**config.mk**
```make
export PLATFORM = sky130hd
export DESIGN_NAME = wave_pcm_stream_parser_top
export DESIGN_NICKNAME = d
export VERILOG_FILES = /design/src/sv/wpp_pkg.sv /design/src/sv/wpp_in_stage.sv /design/src/sv/wpp_parser.sv /design/src/sv/wpp_out_stage.sv /design/src/sv/wave_pcm_stream_parser_top.sv
export SDC_FILE = /design/constraint.sdc
export NUM_CORES = 1
export LEC_CHECK = 0
export BUFFER_PORTS_ARGS = -buffer_cell sky130_fd_sc_hd__buf_4
export CAP_MARGIN = 20
export CORE_AREA = 2 2 200 202
export CTS_CLUSTER_SIZE = 10
export DETAILED_ROUTE_END_ITERATION = 10
export DIE_AREA = 0 0 202 204
export GPL_TIMING_DRIVEN = 0
export MAX_ROUTING_LAYER = met4
export PLACE_DENSITY = 0.81
export SYNTH_ARGS = -nofsm -noshare
export SYNTH_HDL_FRONTEND = slang
export SYNTH_SLANG_ARGS = --single-unit
```
**constraint.sdc**
```tcl
create_clock -name aclk -period 10.1 [get_ports aclk]
set_input_delay 1.515 -clock aclk [delete_from_list [all_inputs] [get_ports aclk]]
set_output_delay 1.515 -clock aclk [all_outputs]
set_load 0.005 [all_outputs]
```
**src/sv/wpp_pkg.sv**
```systemverilog
// Shared types, tags and codes for the RIFF/WAVE PCM stream parser.
// Depends on nothing.
`default_nettype none
package wpp_pkg;

    localparam int M_TDATA_W = 104;

    localparam logic [31:0] RIFF_TAG = 32'h5249_4646;
    localparam logic [31:0] WAVE_TAG = 32'h5741_5645;
    localparam logic [31:0] FMT_TAG  = 32'h666D_7420;
    localparam logic [31:0] DATA_TAG = 32'h6461_7461;
    localparam logic [31:0] SAT_MAX  = 32'hFFFF_FFFF;
    localparam logic [7:0]  OFFSET_FLIP = 8'h80;

    typedef enum logic [3:0] {
        PH_RIFF    = 4'd0,
        PH_SIZE    = 4'd1,
        PH_WAVE    = 4'd2,
        PH_HDR     = 4'd3,
        PH_FMT     = 4'd4,
        PH_DATA    = 4'd5,
        PH_SKIP    = 4'd6,
        PH_PAD     = 4'd7,
        PH_ENDPEND = 4'd8,
        PH_HALT    = 4'd9
    } phase_t;

    typedef enum logic [1:0] {
        KIND_FORMAT = 2'd0,
        KIND_SAMPLE = 2'd1,
        KIND_ERROR  = 2'd2,
        KIND_EOF    = 2'd3
    } kind_t;

    typedef enum logic [2:0] {
        ERR_NONE       = 3'd0,
        ERR_BAD_RIFF   = 3'd1,
        ERR_BAD_WAVE   = 3'd2,
        ERR_BAD_BITS   = 3'd3,
        ERR_DATA_FIRST = 3'd4
    } err_t;

    typedef struct packed {
        logic [7:0] data;
        logic       start;
    } in_item_t;

    typedef struct packed {
        kind_t       kind;
        logic [15:0] left;
        logic [15:0] right;
        logic [15:0] channels;
        logic [31:0] rate;
        logic [15:0] bits;
        err_t        err;
    } res_t;

    // Byte idx of a four-character tag, first character at idx 0.
    function automatic logic [7:0] tag_byte(input logic [31:0] tag, input logic [1:0] idx);
        return tag[{~idx, 3'b000} +: 8];
    endfunction

endpackage
`default_nettype wire

```
**src/sv/wpp_in_stage.sv**
```systemverilog
// Input register of the WAV parser: holds one byte beat until the parser takes it.
// Depends on wpp_pkg.
`default_nettype none
module wpp_in_stage
    import wpp_pkg::*;
(
    input  wire logic     aclk,
    input  wire logic     aresetn,
    input  wire logic     s_valid,
    output logic          s_ready,
    input  wire in_item_t s_item,
    input  wire logic     advance,
    output logic          item_valid,
    output in_item_t      item
);

    logic     valid_reg, valid_next;
    in_item_t item_reg;

    // Refill in the same cycle the held beat is consumed.
    assign s_ready = !valid_reg || advance;

    always_comb begin
        valid_next = valid_reg;
        if (s_valid && s_ready) begin
            valid_next = 1'b1;
        end else if (advance) begin
            valid_next = 1'b0;
        end
    end

    always_ff @(posedge aclk) begin
        if (!aresetn) begin
            valid_reg <= 1'b0;
        end else begin
            valid_reg <= valid_next;
        end
    end

    always_ff @(posedge aclk) begin
        if (s_valid && s_ready) begin
            item_reg <= s_item;
        end
    end

    assign item_valid = valid_reg;
    assign item       = item_reg;

endmodule
`default_nettype wire

```
**src/sv/wpp_parser.sv**
```systemverilog
// Parse state of the WAV parser and the per-byte field logic.
// Depends on wpp_pkg.
`default_nettype none
module wpp_parser
    import wpp_pkg::*;
(
    input  wire logic     aclk,
    input  wire logic     aresetn,
    input  wire logic     advance,
    input  wire in_item_t item,
    output logic          produced,
    output res_t          res
);

    phase_t      ph_reg, ph_next;
    logic [31:0] cnt_reg, cnt_next;
    logic [31:0] tag_reg, tag_next;
    logic [31:0] rem_reg, rem_next;
    logic [31:0] riff_reg, riff_next;
    logic [31:0] bc_reg, bc_next;
    logic [15:0] fch_reg, fch_next;
    logic [31:0] frate_reg, frate_next;
    logic [15:0] fbits_reg, fbits_next;
    logic        fseen_reg, fseen_next;
    logic [31:0] asm_reg, asm_next;

    always_comb begin
        phase_t      ph;
        logic [31:0] cnt, tag, rem, riff, bc, frate, asm_cur, asm_base, bc_inc;
        logic [15:0] fch, fbits;
        logic        fseen, room, go_end, go_bnd, halted, bps8, mono;
        logic [1:0]  mask, pos;
        logic [7:0]  b;

        b = item.data;
        // A start beat parses from the reset state.
        if (item.start) begin
            ph = PH_RIFF; cnt = '0; tag = '0; rem = '0; riff = '0; bc = '0;
            fch = '0; frate = '0; fbits = '0; fseen = 1'b0; asm_cur = '0;
        end else begin
            ph = ph_reg; cnt = cnt_reg; tag = tag_reg; rem = rem_reg; riff = riff_reg;
            bc = bc_reg; fch = fch_reg; frate = frate_reg; fbits = fbits_reg;
            fseen = fseen_reg; asm_cur = asm_reg;
        end

        ph_next = ph; cnt_next = cnt; tag_next = tag; rem_next = rem; riff_next = riff;
        bc_next = bc; fch_next = fch; frate_next = frate; fbits_next = fbits;
        fseen_next = fseen; asm_next = asm_cur;
        produced = 1'b0;
        res      = '0;
        go_end   = 1'b0;
        go_bnd   = 1'b0;
        halted   = 1'b0;

        bc_inc = (bc == SAT_MAX) ? bc : bc + 32'd1;
        // Room for another chunk header once this byte is counted.
        room = (bc != SAT_MAX) && (({1'b0, bc} + 33'd9) <= {1'b0, riff});

        bps8     = (fbits == 16'd8);
        mono     = (fch == 16'd1);
        mask     = {!bps8 && !mono, !(bps8 && mono)};
        pos      = cnt[1:0] & mask;
        asm_base = (pos == 2'd0) ? 32'd0 : asm_cur;

        case (ph)
            PH_RIFF: begin
                if (b != tag_byte(RIFF_TAG, cnt[1:0])) begin
                    ph_next  = PH_HALT;
                    produced = 1'b1;
                    res.kind = KIND_ERROR;
                    res.err  = ERR_BAD_RIFF;
                end else if (cnt == 32'd3) begin
                    ph_next  = PH_SIZE;
                    cnt_next = '0;
                end else begin
                    cnt_next = cnt + 32'd1;
                end
            end
            PH_SIZE: begin
                riff_next[{cnt[1:0], 3'b000} +: 8] = b;
                if (cnt == 32'd3) begin
                    ph_next  = PH_WAVE;
                    cnt_next = '0;
                end else begin
                    cnt_next = cnt + 32'd1;
                end
            end
            PH_WAVE: begin
                bc_next = bc_inc;
                if (b != tag_byte(WAVE_TAG, cnt[1:0])) begin
                    ph_next  = PH_HALT;
                    produced = 1'b1;
                    res.kind = KIND_ERROR;
                    res.err  = ERR_BAD_WAVE;
                end else begin
                    cnt_next = cnt + 32'd1;
                    go_bnd   = (cnt == 32'd3);
                end
            end
            PH_HDR: begin
                bc_next = bc_inc;
                if (cnt < 32'd4) begin
                    tag_next = {tag[23:0], b};
                end else begin
                    rem_next[{cnt[1:0], 3'b000} +: 8] = b;
                end
                cnt_next = cnt + 32'd1;
                if (cnt == 32'd7) begin
                    cnt_next = '0;
                    asm_next = '0;
                    if (tag_next == FMT_TAG) begin
                        ph_next    = PH_FMT;
                        fch_next   = '0;
                        frate_next = '0;
                        fbits_next = '0;
                    end else if (tag_next == DATA_TAG) begin
                        if (!fseen) begin
                            ph_next  = PH_HALT;
                            halted   = 1'b1;
                            produced = 1'b1;
                            res.kind = KIND_ERROR;
                            res.err  = ERR_DATA_FIRST;
                        end else begin
                            ph_next = PH_DATA;
                        end
                    end else begin
                        ph_next = PH_SKIP;
                    end
                    go_end = !halted && (rem_next == 32'd0);
                end
            end
            PH_FMT, PH_DATA, PH_SKIP: begin
                bc_next = bc_inc;
                if (ph == PH_FMT) begin
                    if (cnt == 32'd2 || cnt == 32'd3) begin
                        fch_next[{cnt[0], 3'b000} +: 8] = b;
                    end else if (cnt >= 32'd4 && cnt <= 32'd7) begin
                        frate_next[{cnt[1:0], 3'b000} +: 8] = b;
                    end else if (cnt == 32'd14 || cnt == 32'd15) begin
                        fbits_next[{cnt[0], 3'b000} +: 8] = b;
                    end
                end else if (ph == PH_DATA) begin
                    asm_next = asm_base | ({24'd0, b} << {pos, 3'b000});
                    if (pos == mask) begin
                        produced = 1'b1;
                        res.kind = KIND_SAMPLE;
                        if (bps8) begin
                            res.left  = {asm_next[7:0] ^ OFFSET_FLIP, 8'h00};
                            res.right = mono ? res.left
                                             : {asm_next[15:8] ^ OFFSET_FLIP, 8'h00};
                        end else begin
                            res.left  = asm_next[15:0];
                            res.right = mono ? asm_next[15:0] : asm_next[31:16];
                        end
                    end
                end
                cnt_next = cnt + 32'd1;
                rem_next = rem - 32'd1;
                go_end   = (rem == 32'd1);
            end
            PH_PAD: begin
                bc_next = bc_inc;
                go_bnd  = 1'b1;
            end
            PH_ENDPEND: begin
                ph_next  = PH_HALT;
                produced = 1'b1;
                res.kind = KIND_EOF;
            end
            default: begin
            end
        endcase

        // Body end: format or bits error; if live, pad or move on.
        if (go_end) begin
            if (ph_next == PH_FMT) begin
                produced = 1'b1;
                if (fbits_next != 16'd8 && fbits_next != 16'd16) begin
                    ph_next  = PH_HALT;
                    halted   = 1'b1;
                    res.kind = KIND_ERROR;
                    res.err  = ERR_BAD_BITS;
                end else begin
                    fseen_next   = 1'b1;
                    res.kind     = KIND_FORMAT;
                    res.channels = fch_next;
                    res.rate     = frate_next;
                    res.bits     = fbits_next;
                end
            end
            if (!halted) begin
                if (cnt_next[0]) begin
                    ph_next = PH_PAD;
                end else begin
                    go_bnd = 1'b1;
                end
            end
        end

        if (go_bnd) begin
            if (room) begin
                ph_next  = PH_HDR;
                cnt_next = '0;
                tag_next = '0;
                rem_next = '0;
            end else if (produced) begin
                // Hold the end-of-file beat for the next byte.
                ph_next = PH_ENDPEND;
            end else begin
                ph_next  = PH_HALT;
                produced = 1'b1;
                res.kind = KIND_EOF;
            end
        end
    end

    always_ff @(posedge aclk) begin
        if (!aresetn) begin
            ph_reg    <= PH_RIFF;
            cnt_reg   <= '0;
            tag_reg   <= '0;
            rem_reg   <= '0;
            riff_reg  <= '0;
            bc_reg    <= '0;
            fch_reg   <= '0;
            frate_reg <= '0;
            fbits_reg <= '0;
            fseen_reg <= 1'b0;
            asm_reg   <= '0;
        end else if (advance) begin
            ph_reg    <= ph_next;
            cnt_reg   <= cnt_next;
            tag_reg   <= tag_next;
            rem_reg   <= rem_next;
            riff_reg  <= riff_next;
            bc_reg    <= bc_next;
            fch_reg   <= fch_next;
            frate_reg <= frate_next;
            fbits_reg <= fbits_next;
            fseen_reg <= fseen_next;
            asm_reg   <= asm_next;
        end
    end

endmodule
`default_nettype wire

```
**src/sv/wpp_out_stage.sv**
```systemverilog
// Result register of the WAV parser: holds one result beat until the sink takes it.
// Depends on wpp_pkg.
`default_nettype none
module wpp_out_stage
    import wpp_pkg::*;
(
    input  wire logic                 aclk,
    input  wire logic                 aresetn,
    input  wire logic                 advance,
    input  wire logic                 produced,
    input  wire res_t                 res,
    output logic                      m_tvalid,
    input  wire logic                 m_tready,
    output logic [M_TDATA_W-1:0]      m_tdata,
    output logic [1:0]                m_tuser
);

    logic valid_reg, valid_next;
    res_t res_reg;

    always_comb begin
        valid_next = valid_reg;
        if (advance) begin
            valid_next = produced;
        end else if (m_tready) begin
            valid_next = 1'b0;
        end
    end

    always_ff @(posedge aclk) begin
        if (!aresetn) begin
            valid_reg <= 1'b0;
        end else begin
            valid_reg <= valid_next;
        end
    end

    always_ff @(posedge aclk) begin
        if (advance && produced) begin
            res_reg <= res;
        end
    end

    assign m_tvalid = valid_reg;
    assign m_tuser  = res_reg.kind;
    assign m_tdata  = {5'd0, res_reg.err, res_reg.bits, res_reg.rate, res_reg.channels,
                       res_reg.right, res_reg.left};

endmodule
`default_nettype wire

```
**src/sv/wave_pcm_stream_parser_top.sv**
```systemverilog
// RIFF/WAVE PCM stream parser, one file byte per input beat.
// Path: each byte beat is registered in the input register, and the result beat it causes in the result register.
// Throughput: one byte per cycle, set by the single-pass field logic between the
// input register and the result register; a stalled sink holds both stages.
// Reset: synchronous, active low; clears both stages and returns the parse to the RIFF tag.
`default_nettype none
module wave_pcm_stream_parser_top
    import wpp_pkg::*;
(
    input  wire logic                 aclk,
    input  wire logic                 aresetn,
    input  wire logic                 s_tvalid,
    output logic                      s_tready,
    input  wire logic [7:0]           s_tdata,   // [7:0] in_byte
    input  wire logic                 s_tuser,   // [0] start_req
    output logic                      m_tvalid,
    input  wire logic                 m_tready,
    // [15:0] left_sample, [31:16] right_sample, [47:32] channel_count,
    // [79:48] sample_rate, [95:80] sample_bits, [98:96] error_code, [103:99] zero
    output logic [M_TDATA_W-1:0]      m_tdata,
    output logic [1:0]                m_tuser    // [1:0] kind
);

    in_item_t s_item, item;
    logic     item_valid, advance, produced;
    res_t     res;

    assign s_item.data  = s_tdata;
    assign s_item.start = s_tuser;

    // Advance when a byte is held and the result register is free or draining.
    assign advance = item_valid && (!m_tvalid || m_tready);

    wpp_in_stage u_in (
        .aclk       (aclk),
        .aresetn    (aresetn),
        .s_valid    (s_tvalid),
        .s_ready    (s_tready),
        .s_item     (s_item),
        .advance    (advance),
        .item_valid (item_valid),
        .item       (item)
    );

    wpp_parser u_parser (
        .aclk     (aclk),
        .aresetn  (aresetn),
        .advance  (advance),
        .item     (item),
        .produced (produced),
        .res      (res)
    );

    wpp_out_stage u_out (
        .aclk     (aclk),
        .aresetn  (aresetn),
        .advance  (advance),
        .produced (produced),
        .res      (res),
        .m_tvalid (m_tvalid),
        .m_tready (m_tready),
        .m_tdata  (m_tdata),
        .m_tuser  (m_tuser)
    );

endmodule
`default_nettype wire

```
==> flow_summary.toml <==
[sta]
fin_skew_ns = 0.02664
drv_slew = 0
tightestPinTransition_ns = 1.290
layout_worst_path_cycle_share_pct = 99.42
relSlewSlack_pct = 13.97
fin_setup_tns_ns = 0
setup_violations = 0
rsz0062_at_grt = "no"
max_freq_ghz = 0.09959
setup_ws_ns = 0.05872
hold_violations = 0
period_needed_ns = 10.04

[power_and_ir_drop]
p_switching_mw = 0.8915
vdd_drop_max_mv = 0.1237
finalPower_mw = 3.364
leakagePower_nw = 8.417
power_frac_seq_pct = 46.6
clkPwrFrac_pct = 45.5
intPower_mw = 2.473
powerDensity_mw_per_mm2 = 137.7
p_sw_share_pct = 26.50
pwr-share-comb_pct = 7.8

[synthesis]
yosysMostFrequentCell = "nor2_1"
ys_seq_area_share_pct = 40.30
ys_types = 94
synthCells = 2652
synth_xor_area_share_pct = 2.348
synth_top_family_by_area = "simple AND/OR/NAND/NOR gates"
synthTopCellsByCount = "nor2_1 (416), nand2_1 (333), dfxtp_1 (263), a21oi_1 (204), clkbuf_1 (154)"
ys_dominant_reg_cell = "dfxtp_1"
syn_area_mm2 = 0.02126
synth.area.mux_share_pct = 1.018
synth_edf_count = 110
synthTopCellsByArea = "dfxtp_1 (25%), edfxtp_1 (16%), nor2_1 (7.3%)"
async_flop_share_pct = 0
yosys_register_bits = 373
synth-compound-area-share_pct = 22.23
yosys.area.top_type = "dfxtp_1"
netlist.area_leader.share_pct = 24.76
synthAdderAreaFrac_pct = 2.589
synth_area_per_cell_um2 = 8.017
yosys.area_share.simple_pct = 27.21
yosys_warnings = 0

[detailed_routing]
viasPerCell = 6.878
detail-route-antenna-nets = 0
vias = 23490
routed_wl_mm = 95.25
post_drt_wl_per_cell_um = 27.89
dr.first_iter.drc_count = 3758
dr.pass1.iters = 8
drc_errors = 0

[critical_path]
crit_type = "flop to flop"
crit_top_cell = "nor2_1"
cpPeakStageDelay_ns = 0.72
worst_path_max_delay_cell = "edfxtp_1"
cp-start-kind = "flop"
cp_data_required_time_ns = 10.44
endpoint_kind = "flop"
crit_fanout = 40
arrival_ns = 10.38

[floorplanning]
initial_core_util_pct = 54.26
num_rows = 73
io_pins = 121
core_area_mm2 = 0.03918
die_x_um = 202
die_h_um = 204
dieArea_mm2 = 0.04121

[finish]
final_cells = 3415
area_growth_pct = 14.91
fillers = 3486
largest_reg_flops = 99
fin_util_pct = 62.35
drive_above_1_share_pct = 9.337
final_net_count = 2905

[clock_network]
cts_tree = "yes"
h-tree-depth = 2
clk_pin_slew_worst_paths_ns = 0.07
clockBufferDepth = 3
numCtsBuffers = 45
clk_latency_ns = 0.61
clock-root-buffer = "clkbuf_16"
clock-sinks = 373

[placement]
gp_congestion = 1.076
port_buffers = 115
dp.cells = 3322
dp_hpwl_mm = 68.21
pre_cts_ws_ns = -1.479

[run_status]
status = "completed"

[global_routing]
grt_max_degree = 41
grtUsageTotal_pct = 46.86
grt_first_pass_wirelength_mm = 139.9
overflow = 0
first_global_vias = 21790
antenna_found_initial = 6

[worst_hold_path]
hp-class = "flop to flop"

[job]
maxCapViolations = 0
[placed cells by master, fill, tap and decap left out, types with 39 or more instances in the layout]
master     count
a21oi_1      204
nor3_1        79
dfxtp_1      263
o21ai_0      104
nand3_1      124
a22o_1        39
nor2b_1       46
clkbuf_1     176
a32oi_1       53
a22oi_1      107
clkbuf_16     45
and3_1        39
edfxtp_1     110
buf_4        125
ha_1          44
a31oi_1       45
nand2_1      333
nor2_1       415
[power groups by stage]
stage	Combinational (mW)	Clock [mW]	Sequential (mW)
2_1_floorplan	0.111	0	1.60
3_3_place_gp	0.235	0	1.60
3_5_place_dp	0.243	0	1.60
4_1_cts	0.244	1.53	1.57
5_1_grt	0.265	1.58	1.57
6_report	0.264	1.53	1.57
[final cells by class]
cell class,count,area [µm²],area share (%)
buffer,200,830.8,3.401
tap,525,656.9,2.689
clock inverter,8,83.83,0.3431
sequential,373,8568,35.07
antenna,9,22.52,0.09218
multi-input combinational,2074,11860,48.56
timing repair buffer,132,1066,4.363
inverter,22,82.58,0.3380
clock buffer,72,1257,5.147
[cell families (layout without fill, tap and decap cells)]
kind of cell	Yosys count	count (layout)
xor+xnor	57	57
buf+inv	224	434
mux	21	21
fa+ha+maj	44	44
compound gates	713	713
other cells	1	28
simple gates	1219	1220
flops	373	373
[worst paths after layout]
path,from,to,slack [ns],cells after the start
worst max-delay path,u_in.item[0],u_out.m_tdata[76],0.06,31
worst min-delay path,u_parser.rem_reg[0],u_parser.rem_reg[0],0.48,2
worst min register to register,u_parser.rem_reg[0],u_parser.rem_reg[0],0.48,2
worst max register to register,u_in.item[0],u_out.m_tdata[76],0.06,31
[metal layers]
layer	track usage, %	vias to the layer above	part of all wire [%]
li1	-	10060	-
met1	58.52	10970	37
met2	67.33	1987	42
met3	12.76	473	14
met4	29.15	0	7.5
met5	-	-	0
[stage by stage]
step	hold WS, ns	cell area (µm²)
after floorplan	0.4400	21330
after global placement	0.4538	22850
after detailed placement	0.4642	23000
after CTS	0.4777	24350
after global routing	0.4968	24430
final	0.4821	24430
[worst max-delay path: cells and delay by family (launching register included)]
kind,cells,cell delay [ns]
buffers and inverters,10,4.49
AND/OR/NAND/NOR,13,2.60
AO/OA/AOI/OAI,5,1.02
flip-flops,1,0.72
adder cells (fa/ha/maj),2,0.65
XOR/XNOR,1,0.16
[timing repair]
item,in CTS,in global routing
endpoints found under the setup margin,203,197
pin swaps,1,0
endpoints found under the hold margin,0,0
hold buffers,0,0
cloned,1,0
resized for setup,3,5
buffers inserted,0,0
No activity file was read; power rests on OpenSTA's default activity.
